[config.mk]
export PLATFORM = sky130hd
export DESIGN_NAME = rate_monotonic_task_scheduler
export DESIGN_NICKNAME = d
export VERILOG_FILES = /design/src/design/rmts_pkg.sv /design/src/design/rmts_divider.sv /design/src/design/rate_monotonic_task_scheduler.sv
export SDC_FILE = /design/constraint.sdc
export NUM_CORES = 2
export LEC_CHECK = 0
export BUFFER_PORTS_ARGS = -buffer_cell sky130_fd_sc_hd__buf_2
export CORE_ASPECT_RATIO = 0.75
export CORE_UTILIZATION = 50
export DETAILED_ROUTE_END_ITERATION = 8
export PLACE_DENSITY = 0.68
export SYNTH_ARGS = -nofsm -noshare
export SYNTH_HDL_FRONTEND = slang
export SYNTH_HIERARCHICAL = 1
export SYNTH_SLANG_ARGS = --single-unit
export TNS_END_PERCENT = 10
[constraint.sdc]
create_clock -name clk -period 9.58 [get_ports clk]
set_input_delay 0.479 -clock clk [delete_from_list [all_inputs] [get_ports clk]]
set_output_delay 0.479 -clock clk [all_outputs]
set_load 0.01 [all_outputs]
[src/design/rmts_pkg.sv]
// Package for the rate monotonic task scheduler.
// Types, opcodes, status codes and sizes. No dependencies.
package rmts_pkg;
  localparam int SLOTS = 16;
  localparam int FRAC_BITS = 20;
  localparam int SLOT_W = $clog2(SLOTS);
  localparam int SHARE_W = 21;
  localparam int ID_W = 22;
  localparam int DIV_W = 16 + FRAC_BITS;
  localparam logic [SHARE_W-1:0] UTIL_LIMIT_RST = SHARE_W'(726663);

  typedef enum logic [2:0] {
    OP_REG = 3'd0, OP_DEREG = 3'd1, OP_YIELD = 3'd2, OP_RELEASE = 3'd3, OP_PICK = 3'd4
  } op_t;

  typedef enum logic [2:0] {
    ST_OK = 3'd0, ST_DUP = 3'd1, ST_OVER = 3'd2, ST_NOTFOUND = 3'd3,
    ST_MISS = 3'd4, ST_FULL = 3'd5, ST_NONE = 3'd6, ST_ZERO = 3'd7
  } status_t;

  typedef enum logic [2:0] {
    S_IDLE, S_SCAN, S_DIV, S_EXEC, S_OUT
  } state_t;

  // divider control and status
  typedef struct packed {
    logic start;
    logic [15:0] num;
    logic [15:0] den;
  } div_req_t;

  typedef struct packed {
    logic busy;
    logic [DIV_W-1:0] quot;
  } div_rsp_t;
endpackage

[src/design/rmts_divider.sv]
// Restoring serial divider: (num << FRAC_BITS) / den, one quotient bit per cycle.
// Depends on rmts_pkg.
module rmts_divider (
  input  logic              clk,
  input  logic              rst_n,
  input  rmts_pkg::div_req_t req,
  output rmts_pkg::div_rsp_t rsp
);
  localparam int CNT_W = $clog2(rmts_pkg::DIV_W + 1);
  logic [rmts_pkg::DIV_W-1:0] dvd_r, dvd_nxt;
  logic [15:0] rem_r, rem_nxt;
  logic [15:0] den_r, den_nxt;
  logic [CNT_W-1:0] cnt_r, cnt_nxt;
  logic [16:0] trial;
  logic [16:0] diff;

  always_comb begin
    dvd_nxt = dvd_r;
    rem_nxt = rem_r;
    den_nxt = den_r;
    cnt_nxt = cnt_r;
    trial = {rem_r, dvd_r[rmts_pkg::DIV_W-1]};
    diff = trial - {1'b0, den_r};
    if (req.start) begin
      dvd_nxt = {req.num, {rmts_pkg::FRAC_BITS{1'b0}}};
      rem_nxt = '0;
      den_nxt = req.den;
      cnt_nxt = CNT_W'(rmts_pkg::DIV_W);
    end else if (cnt_r != '0) begin
      // shift in one dividend bit, subtract if it fits (remainder stays below den)
      if (trial >= {1'b0, den_r}) begin
        rem_nxt = diff[15:0];
        dvd_nxt = {dvd_r[rmts_pkg::DIV_W-2:0], 1'b1};
      end else begin
        rem_nxt = trial[15:0];
        dvd_nxt = {dvd_r[rmts_pkg::DIV_W-2:0], 1'b0};
      end
      cnt_nxt = cnt_r - 1'b1;
    end
  end

  always_ff @(posedge clk) begin
    if (!rst_n) begin
      cnt_r <= '0;
    end else begin
      cnt_r <= cnt_nxt;
    end
    dvd_r <= dvd_nxt;
    rem_r <= rem_nxt;
    den_r <= den_nxt;
  end

  assign rsp.busy = (cnt_r != '0);
  assign rsp.quot = dvd_r;
endmodule

[src/design/rate_monotonic_task_scheduler.sv]
// Top level of the rate monotonic task scheduler: slot table, scan sequencer,
// admission arithmetic. Depends on rmts_pkg and rmts_divider.
//
// Usage: a command beat enters on in_valid/in_ready (op, task_id, period_ticks,
// compute_ticks, now). The block then walks the 16 slots one per cycle with one
// shared compare unit (id match, free slot, best ready task), and for a
// register command with a new id and a nonzero period runs a serial
// division for the share. One result beat (status, chosen_id, deadline,
// util_sum) leaves on out_valid/out_ready. in_ready is high only while idle
// with no result pending, so no new command is taken before the last result
// beat has been taken. The result register holds while the receiver stalls.
// cfg_we writes util_limit at once; the user must write it only while idle,
// as the block itself does not enforce this.
// Synchronous reset clears all slot valid bits, the sum, the order counter
// and restores util_limit to 726663; the table needs no clearing pass.
module rate_monotonic_task_scheduler (
  input  logic        clk,
  input  logic        rst_n,
  input  logic        cfg_we,
  input  logic [20:0] cfg_wdata,
  input  logic        in_valid,
  output logic        in_ready,
  input  logic [2:0]  in_op,
  input  logic [21:0] in_task_id,
  input  logic [15:0] in_period_ticks,
  input  logic [15:0] in_compute_ticks,
  input  logic [31:0] in_now,
  output logic        out_valid,
  input  logic        out_ready,
  output logic [2:0]  out_status,
  output logic [21:0] out_chosen_id,
  output logic [31:0] out_deadline,
  output logic [20:0] out_util_sum
);
  localparam int SW = rmts_pkg::SLOT_W;
  localparam int N = rmts_pkg::SLOTS;

  // slot table
  logic [N-1:0] valid_r, ready_r, started_r;
  logic [rmts_pkg::ID_W-1:0] id_r [N];
  logic [15:0] period_r [N];
  logic [rmts_pkg::SHARE_W-1:0] share_r [N];
  logic [31:0] dl_r [N];
  logic [15:0] order_r [N];
  logic [15:0] ocnt_r;
  logic [rmts_pkg::SHARE_W-1:0] total_r, limit_r;

  rmts_pkg::state_t state_r, state_nxt;
  logic [2:0] op_r;
  logic [21:0] tid_r;
  logic [15:0] per_r, comp_r;
  logic [31:0] now_r;
  logic [SW-1:0] idx_r, idx_nxt;
  logic hit_r, hit_nxt, fr_r, fr_nxt, bst_r, bst_nxt;
  logic [SW-1:0] hidx_r, hidx_nxt, fidx_r, fidx_nxt, bidx_r, bidx_nxt;
  logic [15:0] bper_r, bper_nxt, bage_r, bage_nxt;
  logic [2:0] st_r;
  logic [21:0] cid_r;
  logic [31:0] odl_r;
  logic ov_r;

  rmts_pkg::div_req_t dreq;
  rmts_pkg::div_rsp_t drsp;
  rmts_divider u_div (.clk(clk), .rst_n(rst_n), .req(dreq), .rsp(drsp));

  logic [15:0] age_i;
  logic [rmts_pkg::DIV_W:0] sum_w;
  logic [31:0] dl_new;

  assign in_ready = (state_r == rmts_pkg::S_IDLE) && !ov_r;
  assign age_i = ocnt_r - order_r[idx_r];
  assign sum_w = (rmts_pkg::DIV_W+1)'(total_r) + (rmts_pkg::DIV_W+1)'(drsp.quot);
  assign dl_new = (started_r[hidx_r] ? dl_r[hidx_r] : now_r) + 32'(period_r[hidx_r]);

  // sequencer and scan step: one slot compared per cycle while scanning
  always_comb begin
    state_nxt = state_r;
    idx_nxt = idx_r;
    hit_nxt = hit_r; hidx_nxt = hidx_r;
    fr_nxt = fr_r; fidx_nxt = fidx_r;
    bst_nxt = bst_r; bidx_nxt = bidx_r; bper_nxt = bper_r; bage_nxt = bage_r;
    dreq.start = 1'b0;
    dreq.num = comp_r;
    dreq.den = per_r;
    unique case (state_r)
      rmts_pkg::S_IDLE: begin
        idx_nxt = '0;
        hit_nxt = 1'b0; fr_nxt = 1'b0; bst_nxt = 1'b0;
        if (in_valid && in_ready) state_nxt = rmts_pkg::S_SCAN;
      end
      rmts_pkg::S_SCAN: begin
        if (valid_r[idx_r] && id_r[idx_r] == tid_r && !hit_r) begin
          hit_nxt = 1'b1; hidx_nxt = idx_r;
        end
        if (!valid_r[idx_r] && !fr_r) begin
          fr_nxt = 1'b1; fidx_nxt = idx_r;
        end
        if (valid_r[idx_r] && ready_r[idx_r] &&
            (!bst_r || period_r[idx_r] < bper_r ||
             (period_r[idx_r] == bper_r && age_i > bage_r))) begin
          bst_nxt = 1'b1; bidx_nxt = idx_r;
          bper_nxt = period_r[idx_r]; bage_nxt = age_i;
        end
        idx_nxt = idx_r + 1'b1;
        if (idx_r == SW'(N-1)) begin
          if (op_r == rmts_pkg::OP_REG && !hit_nxt && per_r != '0) begin
            dreq.start = 1'b1;
            state_nxt = rmts_pkg::S_DIV;
          end else begin
            state_nxt = rmts_pkg::S_EXEC;
          end
        end
      end
      rmts_pkg::S_DIV: begin
        if (!drsp.busy) state_nxt = rmts_pkg::S_EXEC;
      end
      rmts_pkg::S_EXEC: state_nxt = rmts_pkg::S_OUT;
      rmts_pkg::S_OUT: begin
        if (out_ready) state_nxt = rmts_pkg::S_IDLE;
      end
      default: state_nxt = rmts_pkg::S_IDLE;
    endcase
  end

  always_ff @(posedge clk) begin
    if (!rst_n) begin
      state_r <= rmts_pkg::S_IDLE;
      valid_r <= '0;
      ocnt_r <= '0;
      total_r <= '0;
      limit_r <= rmts_pkg::UTIL_LIMIT_RST;
      ov_r <= 1'b0;
    end else begin
      state_r <= state_nxt;
      if (cfg_we) limit_r <= cfg_wdata;
      if (state_r == rmts_pkg::S_OUT && out_ready) ov_r <= 1'b0;
      // apply the command and form the result
      if (state_r == rmts_pkg::S_EXEC) begin
        ov_r <= 1'b1;
        st_r <= rmts_pkg::ST_OK;
        cid_r <= '0;
        odl_r <= '0;
        case (op_r)
          rmts_pkg::OP_REG: begin
            if (hit_r) st_r <= rmts_pkg::ST_DUP;
            else if (per_r == '0) st_r <= rmts_pkg::ST_ZERO;
            else if (sum_w >= (rmts_pkg::DIV_W+1)'(limit_r)) st_r <= rmts_pkg::ST_OVER;
            else if (!fr_r) st_r <= rmts_pkg::ST_FULL;
            else begin
              valid_r[fidx_r] <= 1'b1;
              id_r[fidx_r] <= tid_r;
              period_r[fidx_r] <= per_r;
              share_r[fidx_r] <= drsp.quot[rmts_pkg::SHARE_W-1:0];
              dl_r[fidx_r] <= '0;
              ready_r[fidx_r] <= 1'b0;
              started_r[fidx_r] <= 1'b0;
              order_r[fidx_r] <= ocnt_r;
              ocnt_r <= ocnt_r + 1'b1;
              total_r <= sum_w[rmts_pkg::SHARE_W-1:0];
            end
          end
          rmts_pkg::OP_DEREG: begin
            if (!hit_r) st_r <= rmts_pkg::ST_NOTFOUND;
            else begin
              total_r <= total_r - share_r[hidx_r];
              valid_r[hidx_r] <= 1'b0;
              ready_r[hidx_r] <= 1'b0;
            end
          end
          rmts_pkg::OP_YIELD: begin
            if (!hit_r) st_r <= rmts_pkg::ST_NOTFOUND;
            else begin
              dl_r[hidx_r] <= dl_new;
              odl_r <= dl_new;
              started_r[hidx_r] <= 1'b1;
              if (started_r[hidx_r] && now_r > dl_new) st_r <= rmts_pkg::ST_MISS;
              else ready_r[hidx_r] <= 1'b0;
            end
          end
          rmts_pkg::OP_RELEASE: begin
            if (!hit_r) st_r <= rmts_pkg::ST_NOTFOUND;
            else ready_r[hidx_r] <= 1'b1;
          end
          rmts_pkg::OP_PICK: begin
            if (!bst_r) st_r <= rmts_pkg::ST_NONE;
            else cid_r <= id_r[bidx_r];
          end
          default: ;
        endcase
      end
    end
    if (in_valid && in_ready) begin
      op_r <= in_op; tid_r <= in_task_id; per_r <= in_period_ticks;
      comp_r <= in_compute_ticks; now_r <= in_now;
    end
    idx_r <= idx_nxt;
    hit_r <= hit_nxt; hidx_r <= hidx_nxt;
    fr_r <= fr_nxt; fidx_r <= fidx_nxt;
    bst_r <= bst_nxt; bidx_r <= bidx_nxt; bper_r <= bper_nxt; bage_r <= bage_nxt;
  end

  assign out_valid = ov_r;
  assign out_status = st_r;
  assign out_chosen_id = cid_r;
  assign out_deadline = odl_r;
  assign out_util_sum = total_r;

`ifndef SYNTHESIS
  a_busy_no_accept: assert property (@(posedge clk) disable iff (!rst_n)
    (state_r != rmts_pkg::S_IDLE) |-> !in_ready)
    else $error("input accepted while busy");
  a_out_in_outstate: assert property (@(posedge clk) disable iff (!rst_n)
    out_valid |-> (state_r == rmts_pkg::S_OUT))
    else $error("result valid outside output state");
  a_div_done_exec: assert property (@(posedge clk) disable iff (!rst_n)
    (state_r == rmts_pkg::S_EXEC && op_r == rmts_pkg::OP_REG) |-> !drsp.busy)
    else $error("divider busy at commit");
`endif
endmodule

==> impl_metrics.csv <==
group,metric,value,unit
outcome,status,"finished, final reports clean",
setup_path,timing.rr.start,"hidx_r[0]",
placed_design,place.gp.congestion,0.925,
timing,rsz0062_at_grt,"false",
yosys,ys_async_sr_fraction,0,%
timing,fmax,0.117,GHz
yosys,syn_avg_cell_area,18.1,um2
die,dieArea,186000,um2
final_layout,area_growth,12.9,%
final_layout,drive_gt1_share,25.8,%
placed_design,dp_cells,7520,
clock_network,clk_path_buf_depth,3,
yosys,synth_top_area_cell,"edfxtp_1",
setup_path,worstPathArrival,9080,ps
clock_network,clock-sinks,2101,
clock_network,cts_buffers,197,
yosys,ys_seq_area_share,67.2,%
clock_network,clockRootBuffer,"clkbuf_16",
global_routing,grt_pass1_wl,346,mm
die,core,182000,um2
global_routing,met3_usage,4.46,%
timing,slew_viol_final,0,
routing,drt_iter0_drc,6221,
timing,hold_viol_final,0,
timing,final.setup.tns,0,ps
timing,layout_min_cycle_time,8570,ps
timing,slew_headroom,14.0,%
final_layout,multi_input_area,28700,um2
global_routing,grt_remaining_overflow,0,
hold_path,hold_class,"input port to flop",
timing,setup_viol,0,
die,ios,195,
die,dieWidth,497,um
pwr,leakagePower,32.7,nW
pwr,ir_drop,0.000220,V
clock_network,path_clk_slew,70,ps
setup_path,r2r_slack,1010,ps
yosys,ys.flop_type,"edfxtp_1",
yosys,synth-seq-cells,2101,
hold_path,hold_depth,3,
global_routing,grt_start_max_net_pins,119,
global_routing,grt_busiest_layer,"met2",
routing,first_pass_iters,7,
final_layout,seqCellArea,61800,um2
setup_path,end_kind,"flop",
yosys,netlist_top_cells_area,"edfxtp_1, mux4_2, dfxtp_1",
timing,skew,55.4,ps
yosys,synth_fp_nets,5365,
setup_path,worst-setup-path-type,"flop to flop",
hold_path,hp-start,"rst_n",
yosys,syn_area,92000,um2
pwr,p_per_area,197,nW/um2
setup_path,worstSetupStartpointType,"flop",
final_layout,nets,5730,
clock_network,clk-insertion-delay-late,860,ps
yosys,ys_types,101,
timing,tightest_slew,1290,ps
setup_path,rr_worst_depth,27,
job,drv_cap,0,
yosys,yosysWarnings,6,
global_routing,antenna_found_initial,6,
routing,dr_total_vias,51200,
die,start_util,50.7,%
placed_design,detailed_place_hpwl,138,mm
yosys,netlist_instances,5069,
global_routing,track_usage,25.4,%
global_routing,gr-usage-met1,38.3,%
setup_path,critPathMaxFanout,17,
clock_network,htreeDepth,4,
yosys,synth-edff-count,1973,
setup_path,cp.required,10090,ps
setup_path,r2r_end,"ready_r[15]",
global_routing,grt_use_met2,38.7,%
yosys,synth_top_area_share,64.4,%
timing,fin_hold_ws,199,ps
final_layout,fin_cells,8001,
routing,postRouteAntennaNets,0,
routing,finalWirelength,236,mm
clock_network,post_cts_buffers,0,
global_routing,first_global_vias,50500,
routing,avgRoutedWirePerCell,29.5,um
die,fp.dieH,373,um
timing,period_share,89.4,%
die,rows,135,
routing,routed_via_density,6.39,
routing,drc,0,
hold_path,min_to,"limit_r[0]",
clock_network,cts_tree,"built",
final_layout,fill_cells,13400,
placed_design,port_buffers,194,
## cells in the mapped netlist (6+ instances only)
library cell,instances
buf_1,45
or2_2,6
o21a_1,25
xnor2_1,76
o21ai_0,132
clkbuf_1,159
o211ai_1,29
nor3_1,41
a21o_1,37
o21bai_1,12
edfxtp_1,1973
nand2_1,210
nand2b_1,22
o41ai_1,6
a211oi_1,31
mux2i_1,50
buf_4,6
xor2_1,45
nand4_1,56
a21oi_1,140
nor4_1,17
a311oi_1,13
nand3_1,82
nand3b_1,7
nor2b_1,59
o221a_2,7
dfxtp_1,128
and2_1,7
buf_2,57
o31a_1,8
a31oi_1,35
and3_1,16
o31ai_1,11
mux4_2,734
ha_1,176
inv_1,153
or3_1,19
mux2_2,18
nor2_1,301
o22ai_1,8
nor3b_1,9
## critical path, stage by stage (launching register included)
cell	delay, ps
edfxtp_1	670
mux4_2	590
mux4_2	780
mux2_2	410
ha_1	300
a21o_1	170
a21oi_1	340
nor2b_1	120
o41ai_1	470
o21ai_0	280
o41ai_1	640
o311a_1	450
nand2b_1	270
nor2_1	90
xor2_1	250
ha_1	300
a21o_1	160
a21oi_1	130
nor2b_1	50
o21ai_0	140
nand2b_1	70
a21oi_1	150
nor2b_1	60
o21ai_0	340
nand4b_1	210
and3_1	310
a211oi_2	170
buf_4	290
## power by group
| group | total [mW] | internal (mW) | switching [mW] |
|---|---|---|---|
| combinational | 2.00 | 0.868 | 1.14 |
| clock | 7.77 | 4.24 | 3.52 |
| sequential | 10.7 | 10.3 | 0.410 |
## registers in the layout, summed over array words and instances, names as in the netlist, 21 cells and up, named ones only
name,flops
u_div/dvd_r,36
dl_r,512
period_r,256
out_deadline,32
limit_r,21
tid_r,22
share_r,336
out_util_sum,21
order_r,256
now_r,32
out_chosen_id,22
id_r,352
## layer usage
metal / up-vias / share of wire [%]
met5: - / 0.0051
met4: 2 / 2.1
met3: 329 / 9.0
met2: 2442 / 46
met1: 26900 / 43
li1: 21500 / -
## per-stage QoR
step	area (um2)	total power [mW]	utilization (%)	setup WS [ps]
floorplan	92000	12.2	-	573
global placement	96300	12.8	53.0	1080
detailed placement	96300	12.9	53.0	1180
global route	104000	21.1	57.2	623
finish	104000	20.5	57.2	1010
CTS	104000	20.6	57.2	1130
## how the worst max path moves through the flow
stage	startpoint	cells past startpoint	end
floorplan	flop	33	ready_r[0]
detailed placement	hidx_r[0]	27	ready_r[12]
global placement	hidx_r[0]	27	ready_r[14]
CTS	hidx_r[0]	27	ready_r[12]
finish	hidx_r[0]	27	ready_r[15]
global route	hidx_r[0]	27	ready_r[15]
## repair_timing
action	CTS	global route
resized for setup	0	0
endpoints found under the hold margin	112	0
hold buffers	111	0
## logic make-up (layout without fill, tap and decap cells)
kind of cell    Yosys count  count (layout)  share of synthesized area [%]
compound gates          559             559                           3.99
xor+xnor                121             121                           1.15
fa+ha+maj               181             181                           2.50
buf+inv                 425             957                           1.88
flops                  2101            2101                           67.2
mux                     802             802                           18.7
other cells               0               3                              0
simple gates            880             880                           4.56
## placed cells by master, fill, tap and decap left out, types with 17 or more instances in the layout
cell type      netlist  final
dfxtp_1            128    120
clkbuf_1           159     44
clkinv_2             0     28
nor2b_1             59     59
o211ai_1            29     29
a21o_1              37     37
o21a_1              25     25
edfxtp_1          1973   1973
a21oi_1            140    140
nor2_1             301    269
a31oi_1             35     34
mux2_2              18     18
xor2_1              45     45
mux2i_1             50     50
a211oi_1            31     30
nand2b_1            22     22
nor4_1              17     17
clkinv_1             0     40
o21ai_0            132    132
ha_1               176    176
buf_4                6    116
clkbuf_16            0    200
inv_1              153    151
buf_2               57    195
nand2_1            210    210
nand4_1             56     56
or3_1               19     19
xnor2_1             76     76
nor3_1              41     40
mux4_2             734    734
nand3_1             82     81
dlygate4sd3_1        0    111
nor2_4               0     32
## area by class of cell
cell class,instances,area share (%)
Sequential cell,2101,59.6
Multi-Input combinational cell,2543,27.7
Clock buffer,257,5.15
Timing Repair Buffer,437,3.14
Tap cell,2397,2.89
Clock inverter,109,1.03
Inverter,154,0.558
Antenna cell,3,0.00723
No activity file was read; power rests on OpenSTA's default activity.
